`src/design/uida_pkg.sv`:
```
// Shared types, codes and constants of the unique ID to slave ID allocator.
package uida_pkg;

  // Default number of table slots.
  localparam int TABLE_ENTRIES_DEF = 32;

  // Slot indexes share the width of the slave ID field, which bounds the table size.
  localparam int IDX_W = 8;

  // Operation codes.
  localparam logic [1:0] OP_ASSIGN  = 2'd0;
  localparam logic [1:0] OP_CHECK   = 2'd1;
  localparam logic [1:0] OP_RELEASE = 2'd2;

  // Status codes.
  localparam logic [1:0] ST_OK      = 2'd0;
  localparam logic [1:0] ST_BOUND   = 2'd1;
  localparam logic [1:0] ST_FULL    = 2'd2;
  localparam logic [1:0] ST_INVALID = 2'd3;

  // Controller states.
  typedef enum logic [1:0] {
    S_IDLE,
    S_SCAN,
    S_FINISH
  } state_t;

  // Search token that walks the row of slot cells, one cell per cycle.
  typedef struct packed {
    logic             active;
    logic [1:0]       operation;
    logic [31:0]      uid;
    logic [IDX_W-1:0] slot_id;
    logic             hit;
    logic [IDX_W-1:0] hit_idx;
    logic             free_ok;
    logic [IDX_W-1:0] free_idx;
    logic             conflict;
  } token_t;

  // Write-back of a new binding, broadcast to all cells.
  typedef struct packed {
    logic             en;
    logic [IDX_W-1:0] idx;
    logic [31:0]      uid;
  } bind_wr_t;

endpackage

```
`src/design/uida_in_if.sv`:
```
// Request channel carrying one allocator item: operation, unique ID and slave ID.
interface uida_in_if
  import uida_pkg::*;
();
  logic        valid;
  logic        ready;
  logic [1:0]  operation;
  logic [31:0] uid;
  logic [7:0]  slot_id;

  modport source (output valid, output operation, output uid, output slot_id, input ready);
  modport sink (input valid, input operation, input uid, input slot_id, output ready);
endinterface

```
`src/design/uida_out_if.sv`:
```
// Response channel carrying one allocator result item: status, assigned ID and conflict.
interface uida_out_if
  import uida_pkg::*;
();
  logic       valid;
  logic       ready;
  logic [1:0] status;
  logic [4:0] bound_id;
  logic       conflict;

  modport source (output valid, output status, output bound_id, output conflict, input ready);
  modport sink (input valid, input status, input bound_id, input conflict, output ready);
endinterface

```
`src/design/uida_cell.sv`:
```
// One slot of the allocator table: holds a unique ID and its used bit, updates the passing token.
module uida_cell
  import uida_pkg::*;
#(
  parameter int INDEX = 0
) (
  input  logic     clk,
  input  logic     rst,
  input  token_t   tok_in,
  input  bind_wr_t bind_wr,
  output token_t   tok_out
);

  logic [31:0] entry;
  logic        used;
  logic        own_slot;
  token_t      tok_next;

  assign own_slot = (tok_in.slot_id == IDX_W'(INDEX));

  // Fold this slot into the token: first match, first free slot, and conflict check.
  always_comb begin
    tok_next = tok_in;
    if (tok_in.active) begin
      if (tok_in.operation == OP_ASSIGN) begin
        if (!tok_in.hit && used && (entry == tok_in.uid)) begin
          tok_next.hit     = 1'b1;
          tok_next.hit_idx = IDX_W'(INDEX);
        end
        if (!tok_in.free_ok && !used) begin
          tok_next.free_ok  = 1'b1;
          tok_next.free_idx = IDX_W'(INDEX);
        end
      end
      if ((tok_in.operation == OP_CHECK) && own_slot) begin
        tok_next.conflict = used && (entry != tok_in.uid);
      end
    end
  end

  // Token stage register toward the next cell.
  always_ff @(posedge clk) begin
    if (rst) begin
      tok_out <= '0;
    end else begin
      tok_out <= tok_next;
    end
  end

  // Used bit: set by a new binding, cleared by a release of this slot.
  always_ff @(posedge clk) begin
    if (rst) begin
      used <= 1'b0;
    end else if (bind_wr.en && (bind_wr.idx == IDX_W'(INDEX))) begin
      used <= 1'b1;
    end else if (tok_in.active && (tok_in.operation == OP_RELEASE) && own_slot) begin
      used <= 1'b0;
    end
  end

  // Stored unique ID; only meaningful while the used bit is set.
  always_ff @(posedge clk) begin
    if (bind_wr.en && (bind_wr.idx == IDX_W'(INDEX))) begin
      entry <= bind_wr.uid;
    end
  end

endmodule

```
`src/design/uid_slave_id_allocator_core.sv`:
```
// Top level of the allocator: token launch, row of slot cells, result and write-back control.
// Each item's search token walks the row of slot cells one cell per cycle, is captured at the
// end of the row, and its result is then loaded into the output register together with the
// write-back of a new binding, once the output register is free to take it. A new item is
// accepted only when no token is in the row, while the previous result may still wait in the
// output register. The table comes out of reset empty at once.
module uid_slave_id_allocator_core
  import uida_pkg::*;
#(
  parameter int TABLE_ENTRIES = TABLE_ENTRIES_DEF
) (
  input logic      clk,
  input logic      rst,
  uida_in_if.sink  req,
  uida_out_if.source rsp
);

  state_t      state;
  state_t      state_next;
  token_t      tok [TABLE_ENTRIES+1];
  token_t      res;
  bind_wr_t    bind_wr;
  logic        accept;
  logic        load_out;
  logic        in_range;
  logic        out_valid;
  logic [1:0]  out_status;
  logic [4:0]  out_id;
  logic        out_conflict;
  logic [1:0]  res_status;
  logic [4:0]  res_id;
  logic        res_conflict;

  assign accept = req.valid && req.ready;

  // Launch token built from the accepted item.
  always_comb begin
    tok[0]           = '0;
    tok[0].active    = accept;
    tok[0].operation = req.operation;
    tok[0].uid       = req.uid;
    tok[0].slot_id   = req.slot_id;
  end

  // Row of slot cells.
  for (genvar i = 0; i < TABLE_ENTRIES; i++) begin : g_cell
    uida_cell #(
      .INDEX(i)
    ) u_cell (
      .clk    (clk),
      .rst    (rst),
      .tok_in (tok[i]),
      .bind_wr(bind_wr),
      .tok_out(tok[i+1])
    );
  end

  // State register.
  always_ff @(posedge clk) begin
    if (rst) begin
      state <= S_IDLE;
    end else begin
      state <= state_next;
    end
  end

  // Next state.
  always_comb begin
    state_next = state;
    unique case (state)
      S_IDLE: begin
        if (req.valid) state_next = S_SCAN;
      end
      S_SCAN: begin
        if (tok[TABLE_ENTRIES].active) state_next = S_FINISH;
      end
      S_FINISH: begin
        if (!out_valid || rsp.ready) state_next = S_IDLE;
      end
      default: state_next = S_IDLE;
    endcase
  end

  // Controller outputs.
  always_comb begin
    req.ready = 1'b0;
    load_out  = 1'b0;
    unique case (state)
      S_IDLE:   req.ready = 1'b1;
      S_SCAN:   req.ready = 1'b0;
      S_FINISH: load_out  = !out_valid || rsp.ready;
      default:  req.ready = 1'b0;
    endcase
  end

  // Capture the token at the end of the row.
  always_ff @(posedge clk) begin
    if (tok[TABLE_ENTRIES].active) begin
      res <= tok[TABLE_ENTRIES];
    end
  end

  assign in_range = ({1'b0, res.slot_id} < (IDX_W + 1)'(TABLE_ENTRIES));

  // Result decode and write-back of a new binding.
  always_comb begin
    res_status   = ST_INVALID;
    res_id       = '0;
    res_conflict = 1'b0;
    bind_wr.en   = 1'b0;
    bind_wr.idx  = res.free_idx;
    bind_wr.uid  = res.uid;
    unique case (res.operation)
      OP_ASSIGN: begin
        if (res.uid == '0) begin
          res_status = ST_INVALID;
        end else if (res.hit) begin
          res_status = ST_BOUND;
          res_id     = res.hit_idx[4:0];
        end else if (res.free_ok) begin
          res_status = ST_OK;
          res_id     = res.free_idx[4:0];
          bind_wr.en = load_out;
        end else begin
          res_status = ST_FULL;
        end
      end
      OP_CHECK: begin
        if (in_range) begin
          res_status   = ST_OK;
          res_conflict = res.conflict;
        end
      end
      OP_RELEASE: begin
        if (in_range) res_status = ST_OK;
      end
      default: res_status = ST_INVALID;
    endcase
  end

  // Output register.
  always_ff @(posedge clk) begin
    if (rst) begin
      out_valid <= 1'b0;
    end else if (load_out) begin
      out_valid <= 1'b1;
    end else if (rsp.ready) begin
      out_valid <= 1'b0;
    end
  end

  always_ff @(posedge clk) begin
    if (load_out) begin
      out_status   <= res_status;
      out_id       <= res_id;
      out_conflict <= res_conflict;
    end
  end

  assign rsp.valid    = out_valid;
  assign rsp.status   = out_status;
  assign rsp.bound_id = out_id;
  assign rsp.conflict = out_conflict;

  // An accepted item launches a token into the first cell on the next cycle.
  a_launch: assert property (@(posedge clk) disable iff (rst)
    accept |=> tok[1].active)
    else $error("accepted item did not enter the first cell");

  // Items are taken only when no token is at the end of the row.
  a_row_empty: assert property (@(posedge clk) disable iff (rst)
    req.ready |-> !tok[TABLE_ENTRIES].active)
    else $error("item accepted while a token is still in the row");

  // A binding is written back only while the result is being loaded.
  a_bind_on_load: assert property (@(posedge clk) disable iff (rst)
    bind_wr.en |-> (load_out && res.free_ok && !res.hit))
    else $error("binding written outside result load");

  // The output register is loaded only after a token has left the row.
  a_load_after_scan: assert property (@(posedge clk) disable iff (rst)
    load_out && !$past(load_out) |-> $past(state == S_SCAN) || $past(state == S_FINISH))
    else $error("result loaded without a finished scan");

endmodule
```
`src/flat_wrapper.sv`:
```
// flat-port wrapper written by rule: the top's interface ports become plain ports
module uid_slave_id_allocator_core_flat import uida_pkg::*;
#(
  parameter int TABLE_ENTRIES = TABLE_ENTRIES_DEF
)
  (clk, rst, req_valid, req_operation, req_uid, req_slot_id, req_ready, rsp_valid, rsp_status, rsp_bound_id, rsp_conflict, rsp_ready);
  uida_in_if req_i ();
  uida_out_if rsp_i ();
  input logic clk;
  input logic rst;
  input wire logic [$bits(req_i.valid)-1:0] req_valid;
  input wire logic [$bits(req_i.operation)-1:0] req_operation;
  input wire logic [$bits(req_i.uid)-1:0] req_uid;
  input wire logic [$bits(req_i.slot_id)-1:0] req_slot_id;
  output wire logic [$bits(req_i.ready)-1:0] req_ready;
  output wire logic [$bits(rsp_i.valid)-1:0] rsp_valid;
  output wire logic [$bits(rsp_i.status)-1:0] rsp_status;
  output wire logic [$bits(rsp_i.bound_id)-1:0] rsp_bound_id;
  output wire logic [$bits(rsp_i.conflict)-1:0] rsp_conflict;
  input wire logic [$bits(rsp_i.ready)-1:0] rsp_ready;
  assign req_i.valid = req_valid;
  assign req_i.operation = req_operation;
  assign req_i.uid = req_uid;
  assign req_i.slot_id = req_slot_id;
  assign req_ready = req_i.ready;
  assign rsp_valid = rsp_i.valid;
  assign rsp_status = rsp_i.status;
  assign rsp_bound_id = rsp_i.bound_id;
  assign rsp_conflict = rsp_i.conflict;
  assign rsp_i.ready = rsp_ready;
  uid_slave_id_allocator_core #(.TABLE_ENTRIES(TABLE_ENTRIES)) u_core (.clk(clk), .rst(rst), .req(req_i), .rsp(rsp_i));
endmodule
```
`config.mk`:
```
export PLATFORM = sky130hd
export DESIGN_NAME = uid_slave_id_allocator_core_flat
export DESIGN_NICKNAME = d
export VERILOG_FILES = /design/src/design/uida_pkg.sv /design/src/design/uida_in_if.sv /design/src/design/uida_out_if.sv /design/src/design/uida_cell.sv /design/src/design/uid_slave_id_allocator_core.sv /design/src/flat_wrapper.sv
export SDC_FILE = /design/constraint.sdc
export NUM_CORES = 2
export LEC_CHECK = 0
export ABC_AREA = 1
export BUFFER_PORTS_ARGS = -buffer_cell sky130_fd_sc_hd__buf_2
export CORE_ASPECT_RATIO = 0.6
export CORE_MARGIN = 5
export CORE_UTILIZATION = 30
export CTS_CLUSTER_SIZE = 28
export DETAILED_ROUTE_END_ITERATION = 12
export PLACE_DENSITY = 0.46
export SETUP_SLACK_MARGIN = 0.3
export SYNTH_ARGS = -nofsm -noshare
export SYNTH_HDL_FRONTEND = slang
export SYNTH_SLANG_ARGS = --single-unit
```
`constraint.sdc`:
```
create_clock -name clk -period 5.4 [get_ports clk]
set_clock_uncertainty 0.1 [all_clocks]
set_input_delay 1.08 -clock clk [delete_from_list [all_inputs] [get_ports clk]]
set_output_delay 1.08 -clock clk [all_outputs]
set_load 0.005 [all_outputs]
```
After elaboration in Yosys (flattened, before gate mapping)

Index checks and enable logic that the tools add are counted.

Bits in registers: 3106
Output and inout bits: 10
Logic and storage cells: 1233

Order comparisons: 1
Eq/ne operators: 197
Mux-type cells: 240
Bitwise gates (word level): 4
Reduce and logical (&&, ||, !) cells: 426

Operators with widths:

| operator                                                               | count |
|---|---|
| 32-bit equality test                                                   | 32 |
| 32-bit inequality test                                                 | 32 |
| 19-bit 2-to-1 mux                                                      | 31 |
| 9-bit 2-to-1 mux                                                       | 64 |
| 18-bit 2-to-1 mux                                                      | 31 |
| 8-bit by 5-bit equality test with 1-bit output (second input constant) | 32 |
| 1-bit logical AND                                                      | 255 |
| 8-bit by 4-bit equality test with 1-bit output (second input constant) | 16 |
| 1-bit 2-to-1 mux                                                       | 103 |
| 1-bit logical NOT                                                      | 94 |
| 2-bit by 1-bit equality test with 1-bit output (second input constant) | 34 |
| 2-bit equality test (second input constant)                            | 34 |
| 2-bit logical NOT                                                      | 34 |
| 2-bit nonzero test                                                     | 33 |
| 8-bit by 3-bit equality test with 1-bit output (second input constant) | 8 |
| 8-bit by 2-bit equality test with 1-bit output (second input constant) | 4 |
| 32-bit logical NOT                                                     | 1 |
| 8-bit by 1-bit equality test with 1-bit output (second input constant) | 2 |
| 8-bit logical NOT                                                      | 2 |
| 2-bit 2-to-1 mux                                                       | 7 |
| 5-bit 2-to-1 mux                                                       | 2 |
| 8-bit by 6-bit < comparator with 1-bit output (second input constant)  | 1 |
| 2-bit one-hot mux with 3 select lines                                  | 1 |
| 3-bit OR reduction                                                     | 2 |
| other kinds (8)                                                        | 13 |

Logic depth before layout (Yosys ltp)

Depth after elaboration: 9
Gate-level depth with buffers: 11

Modules after synthesis

A second synthesis with hierarchy kept.

Cells, all modules: 11088
Area total of the unflattened synthesis: 109192.2 sq um

Modules (own cells, without submodules):

| module                                   | instances | cells each | area each (sq um) |
|---|---|---|---|
| uida_cell (u_core.g_cell[10].u_cell ...) | 6         | 343        | 3342.0 |
| uida_cell (u_core.g_cell[21].u_cell ...) | 4         | 343        | 3357.0 |
| uida_cell (u_core.g_cell[11].u_cell ...) | 2         | 341        | 3350.7 |
| uida_cell (u_core.g_cell[13].u_cell ...) | 2         | 340        | 3349.5 |
| uida_cell (u_core.g_cell[20].u_cell ...) | 2         | 345        | 3343.2 |
| uida_cell (u_core.g_cell[23].u_cell ...) | 2         | 345        | 3337.0 |
| uida_cell (u_core.g_cell[4].u_cell ...)  | 2         | 343        | 3334.4 |
| uida_cell (u_core.g_cell[29].u_cell ...) | 2         | 342        | 3330.7 |
| uida_cell (u_core.g_cell[1].u_cell)      | 1         | 340        | 3345.7 |
| uida_cell (u_core.g_cell[31].u_cell)     | 1         | 340        | 3340.7 |
| uida_cell (u_core.g_cell[16].u_cell)     | 1         | 342        | 3337.0 |
| uida_cell (u_core.g_cell[2].u_cell)      | 1         | 341        | 3335.7 |
| uida_cell (u_core.g_cell[19].u_cell)     | 1         | 340        | 3334.4 |
| uida_cell (u_core.g_cell[12].u_cell)     | 1         | 340        | 3331.9 |
| 5 more rows                              | -         | -          | - |

Worst setup path after synthesis

OpenSTA, ideal clock, no wires.

Path kind: in2reg
From: input port rsp_ready
To: register u_core.g_cell[16].u_cell.entry[0], enable pin
Library setup time: 0.421 ns
Arrival time: 3.202 ns
Data required time: 4.879 ns
Path slack: 1.677 ns
Stages: 7
Cells stage by stage: inv_1 -> nand2_1 -> nand2_1 -> nor3_4 -> nand3_2 -> buf_2 -> nor2_1

Cells in the longest elaborated chain, start to end: 7

Ends and longest elaborated chain:

| element              | line                               | RTL |
|---|---|---|
| start, declared      | flat_wrapper.sv:20                 | `input wire logic [$bits(rsp_i.ready)-1:0] rsp_ready;` |
| 1-bit logical OR     | uid_slave_id_allocator_core.sv:91  | `S_FINISH: load_out = !out_valid \|\| rsp.ready;` |
| 1-bit 2-to-1 mux     | uid_slave_id_allocator_core.sv:88  | `unique case (state)` |
| 1-bit 2-to-1 mux     | uid_slave_id_allocator_core.sv:120 | `end else if (res.free_ok) begin` |
| 1-bit 2-to-1 mux     | uid_slave_id_allocator_core.sv:117 | `end else if (res.hit) begin` |
| 1-bit 2-to-1 mux     | uid_slave_id_allocator_core.sv:115 | `if (res.uid == '0) begin` |
| 1-bit 2-to-1 mux     | uid_slave_id_allocator_core.sv:113 | `unique case (res.operation)` |
| 1-bit logical AND    | uida_cell.sv:63                    | `if (bind_wr.en && (bind_wr.idx == IDX_W'(INDEX))) begin` |
| end signal, assigned | uida_cell.sv:64                    | `entry <= bind_wr.uid;` |
| end, declared        | uida_cell.sv:14                    | `logic [31:0] entry;` |

Every way passes these cells.
A chain may end at the register's enable or synchronous reset.

Worst setup path after layout

From: register u_core.res (netlist bit u_core.bind_wr[13])
To: register u_core.g_cell[22].u_cell.entry[29], enable pin

Cells in the longest elaborated chain, start to end: 4

Ends and longest elaborated chain:

| element                | line                               | RTL |
|---|---|---|
| start, declared        | uid_slave_id_allocator_core.sv:21  | `token_t res;` |
| start signal, assigned | uid_slave_id_allocator_core.sv:99  | `res <= tok[TABLE_ENTRIES];` |
| 32-bit logical NOT     | uid_slave_id_allocator_core.sv:115 |  |
| 1-bit 2-to-1 mux       | uid_slave_id_allocator_core.sv:115 |  |
| 1-bit 2-to-1 mux       | uid_slave_id_allocator_core.sv:113 |  |
| 1-bit logical AND      | uida_cell.sv:63                    |  |
| end signal, assigned   | uida_cell.sv:64                    |  |
| end, declared          | uida_cell.sv:14                    |  |

Every way passes these cells.

==> flow_summary.toml <==
[status]
status = "completed"

[floorplanning]
core_sq_um = 332000
die_h_um = 457
io_pins = 56
start_util_pct = 30.1
fp.dieW_um = 755
dieArea_sq_um = 345000
rows = 164

[route]
wl_met3_mm = 16.5
top_layer_used = "met4"
viasPerCell = 4.07
wl_met1_mm = 137
wirelength_mm = 254
antenna_left = 0
drt_iter0_drc = 4946
routedWlPerCell_um = 17.1
drc_errors = 0
vias = 60200
drtPass1Iterations = 5
met2_length_mm = 93.8

[timing]
finalHoldViolations = 0
drv_slew = 0
fin_setup_tns_ns = 0
fmax_mhz = 296
post-route-period-util_pct = 62.6
hold_slack_ns = 0.277
report.final.setup_viol = 0
setup_ws_ns = 2.02
slew_headroom_pct = 30.6
layout_min_cycle_time_ns = 3.38
rsz0062_at_grt = "no"
tightest_slew_ns = 1.04

[cts]
clock_latency_ns = 0.85
numClockSinks = 2842
path_clk_slew_ns = 0.07
hold_buffers = 0
post_cts_buffers = 0
cts.path.max_buffers = 4
h-tree-depth = 5
ctsResizeCount = 0
cts_tree = "yes"
cts_buffers = 268
clockRootBuffer = "clkbuf_16"

[finish]
seqCellArea_sq_um = 67700
nNetsFinal = 10200
fill_cells = 33500
multi_input_area_sq_um = 23700
utilization_pct = 34.4
area.growth.synth_to_final_pct = 14.5
drive_gt1_share_pct = 5.72

[logic_synthesis]
yosysMostFrequentCell = "inv_1"
yosysWarnings = 0
synthCells = 9987
ys_async_sr_fraction_pct = 0
synth-edff-count = 1082
synth_top_area_share_pct = 35.3
synthFlopType = "dfxtp_1"
synth_nets = 10000
avgSynthCellArea_sq_um = 10.0
synth_area_leader_cell = "dfxtp_1"
ys_types = 32
synth_common_cells = "2019 x inv_1, 1943 x nor2_1, 1760 x dfxtp_1"
synthesis.area_sq_um = 99800
yosysSeqAreaShare_pct = 67.8
ys_ff_latch = 2842
synth.area.top_cells = "dfxtp_1 35%, edfxtp_1 33%, inv_1 7.6%"

[global_route]
grt_pass1_vias = 58300
grt_antenna_before_repair = 28
grt_max_degree = 174
grt_pass1_wl_mm = 377
grt-ovfl-total = 0
grtUsageTotal_pct = 14.4

[placement]
gp_congestion = 0.785
placement.setup.worst_slack_ns = 1.79
post-dp-hpwl_mm = 167
numPortBuffers = 55

[worst_setup_path]
cp-end-kind = "flop"
critical_path_class = "flop to flop"
arrival_ns = 3.71
start_kind = "flop"
crit_fanout = 32
crit_required_ns = 5.73

[power_and_ir_drop]
powerDensity_nw_per_um2 = 364
p_leak_uw = 0.0413
peakVddDrop_mv = 0.219

[min_path]
worstHoldPathType = "flop to flop"

[flow_run]
max_cap_violations = 0
stage by stage:
step / instances / total power, uW / instance area [sq um]
after detailed placement: 14300 / 23100 / 106000
final: 14800 / 41600 / 114000
after global routing: 14800 / 43100 / 114000
after CTS: 14800 / 42100 / 114000
after global placement: 14300 / 23100 / 106000
after floorplan: 9987 / 22900 / 99800
layer usage:
| metal | vias to the layer above | GRT usage, % |
|---|---|---|
| li1 | 30500 | - |
| met5 | - | 0 |
| met1 | 27900 | 23.5 |
| met3 | 375 | 2.62 |
| met2 | 1402 | 18.9 |
| met4 | 0 | 3.74 |
power by group:
group | total (uW) | switching (uW) | leakage (uW) | internal [uW]
Sequential | 22200 | 33.7 | 0.0239 | 22100
Combinational | 416 | 321 | 0.0131 | 95.2
Clock | 19000 | 8170 | 0.00426 | 10900
worst max-delay path: stages (launching register included):
cell	delay (ns)
edfxtp_1	0.73
nor2_1	0.23
nand4_1	0.14
nor2_1	0.06
nand2_1	0.08
buf_4	0.36
nand3_2	0.10
buf_4	0.30
nor2_4	0.80
layout make-up:
type                       instances  area share [%]
inverter                        2021            6.64
clock buffer                     377            6.57
antenna                           15          0.0328
clock inverter                   103            1.03
tap                             4399            4.82
multi-input combinational       4916            20.7
sequential                      2842            59.3
timing repair buffer             137           0.935
path summary, 6_finish.rpt:
| kind | from | endpoint | slack [ns] | cells past startpoint |
|---|---|---|---|---|
| worst min-delay path | u_core.g_cell[22].u_cell.tok_out[46]$_SDFF_PP0_ | u_core.g_cell[23].u_cell.tok_out[46]$_SDFF_PP0_ | 0.28 | 2 |
| worst max register to register | u_core.bind_wr[13]$_DFFE_PP_ | u_core.g_cell[22].u_cell.entry[29]$_DFFE_PP_ | 2.02 | 8 |
| worst min register to register | u_core.g_cell[22].u_cell.tok_out[46]$_SDFF_PP0_ | u_core.g_cell[23].u_cell.tok_out[46]$_SDFF_PP0_ | 0.28 | 2 |
| worst max-delay path | u_core.bind_wr[13]$_DFFE_PP_ | u_core.g_cell[22].u_cell.entry[29]$_DFFE_PP_ | 2.02 | 8 |
layout by cell type, fill, tap and decap left out, types with 2 or more instances in the layout:
cell / synthesis / final
a21oi_1: 200 / 200
a22oi_1: 5 / 5
a31oi_1: 2 / 2
buf_12: 0 / 14
buf_2: 167 / 54
buf_4: 3 / 69
bufinv_16: 0 / 23
clkbuf_1: 34 / 78
clkbuf_16: 0 / 275
clkbuf_8: 0 / 24
clkinv_1: 1 / 20
clkinv_2: 0 / 39
clkinv_8: 0 / 3
clkinvlp_4: 0 / 4
dfxtp_1: 1760 / 1759
diode_2: 0 / 15
edfxtp_1: 1082 / 1082
ha_1: 3 / 3
inv_1: 2019 / 2018
inv_6: 0 / 14
nand2_1: 1436 / 1436
nand3_1: 269 / 269
nand3b_1: 6 / 6
nand4_1: 90 / 90
nor2_1: 1943 / 1917
nor2_2: 1 / 10
nor2_4: 0 / 17
nor3_1: 79 / 79
nor4_1: 26 / 26
o211ai_1: 11 / 11
o21ai_0: 18 / 18
o21ai_1: 22 / 22
or2_2: 43 / 43
xnor2_1: 751 / 751
xor2_1: 7 / 7
cells by family (layout without fill, tap and decap cells):
logic type	count (synthesis)	in the layout	synth area share, %
AOI/OAI and AO/OA	258	258	1.34
xor gates and xnor gates	758	758	6.65
adders and majority gates	3	3	0.0376
buffers and inverters	2229	2638	8.61
DFF	2842	2842	67.8
other	0	15	0
and+or+nand+nor	3897	3897	15.5
sequential cells by signal, summed over array words and instances (netlist names):
register                      count
u_core.res                       13
u_core.rsp.conflict               1
u_core.g_cell.u_cell.used        32
u_core.rsp.valid                  1
u_core.rsp.status                 2
u_core.bind_wr                   37
u_core.g_cell.u_cell.tok_out   1725
u_core.rsp.bound_id               5
u_core.g_cell.u_cell.entry     1024
u_core.state                      2
Power figures use the tool's default switching activity.
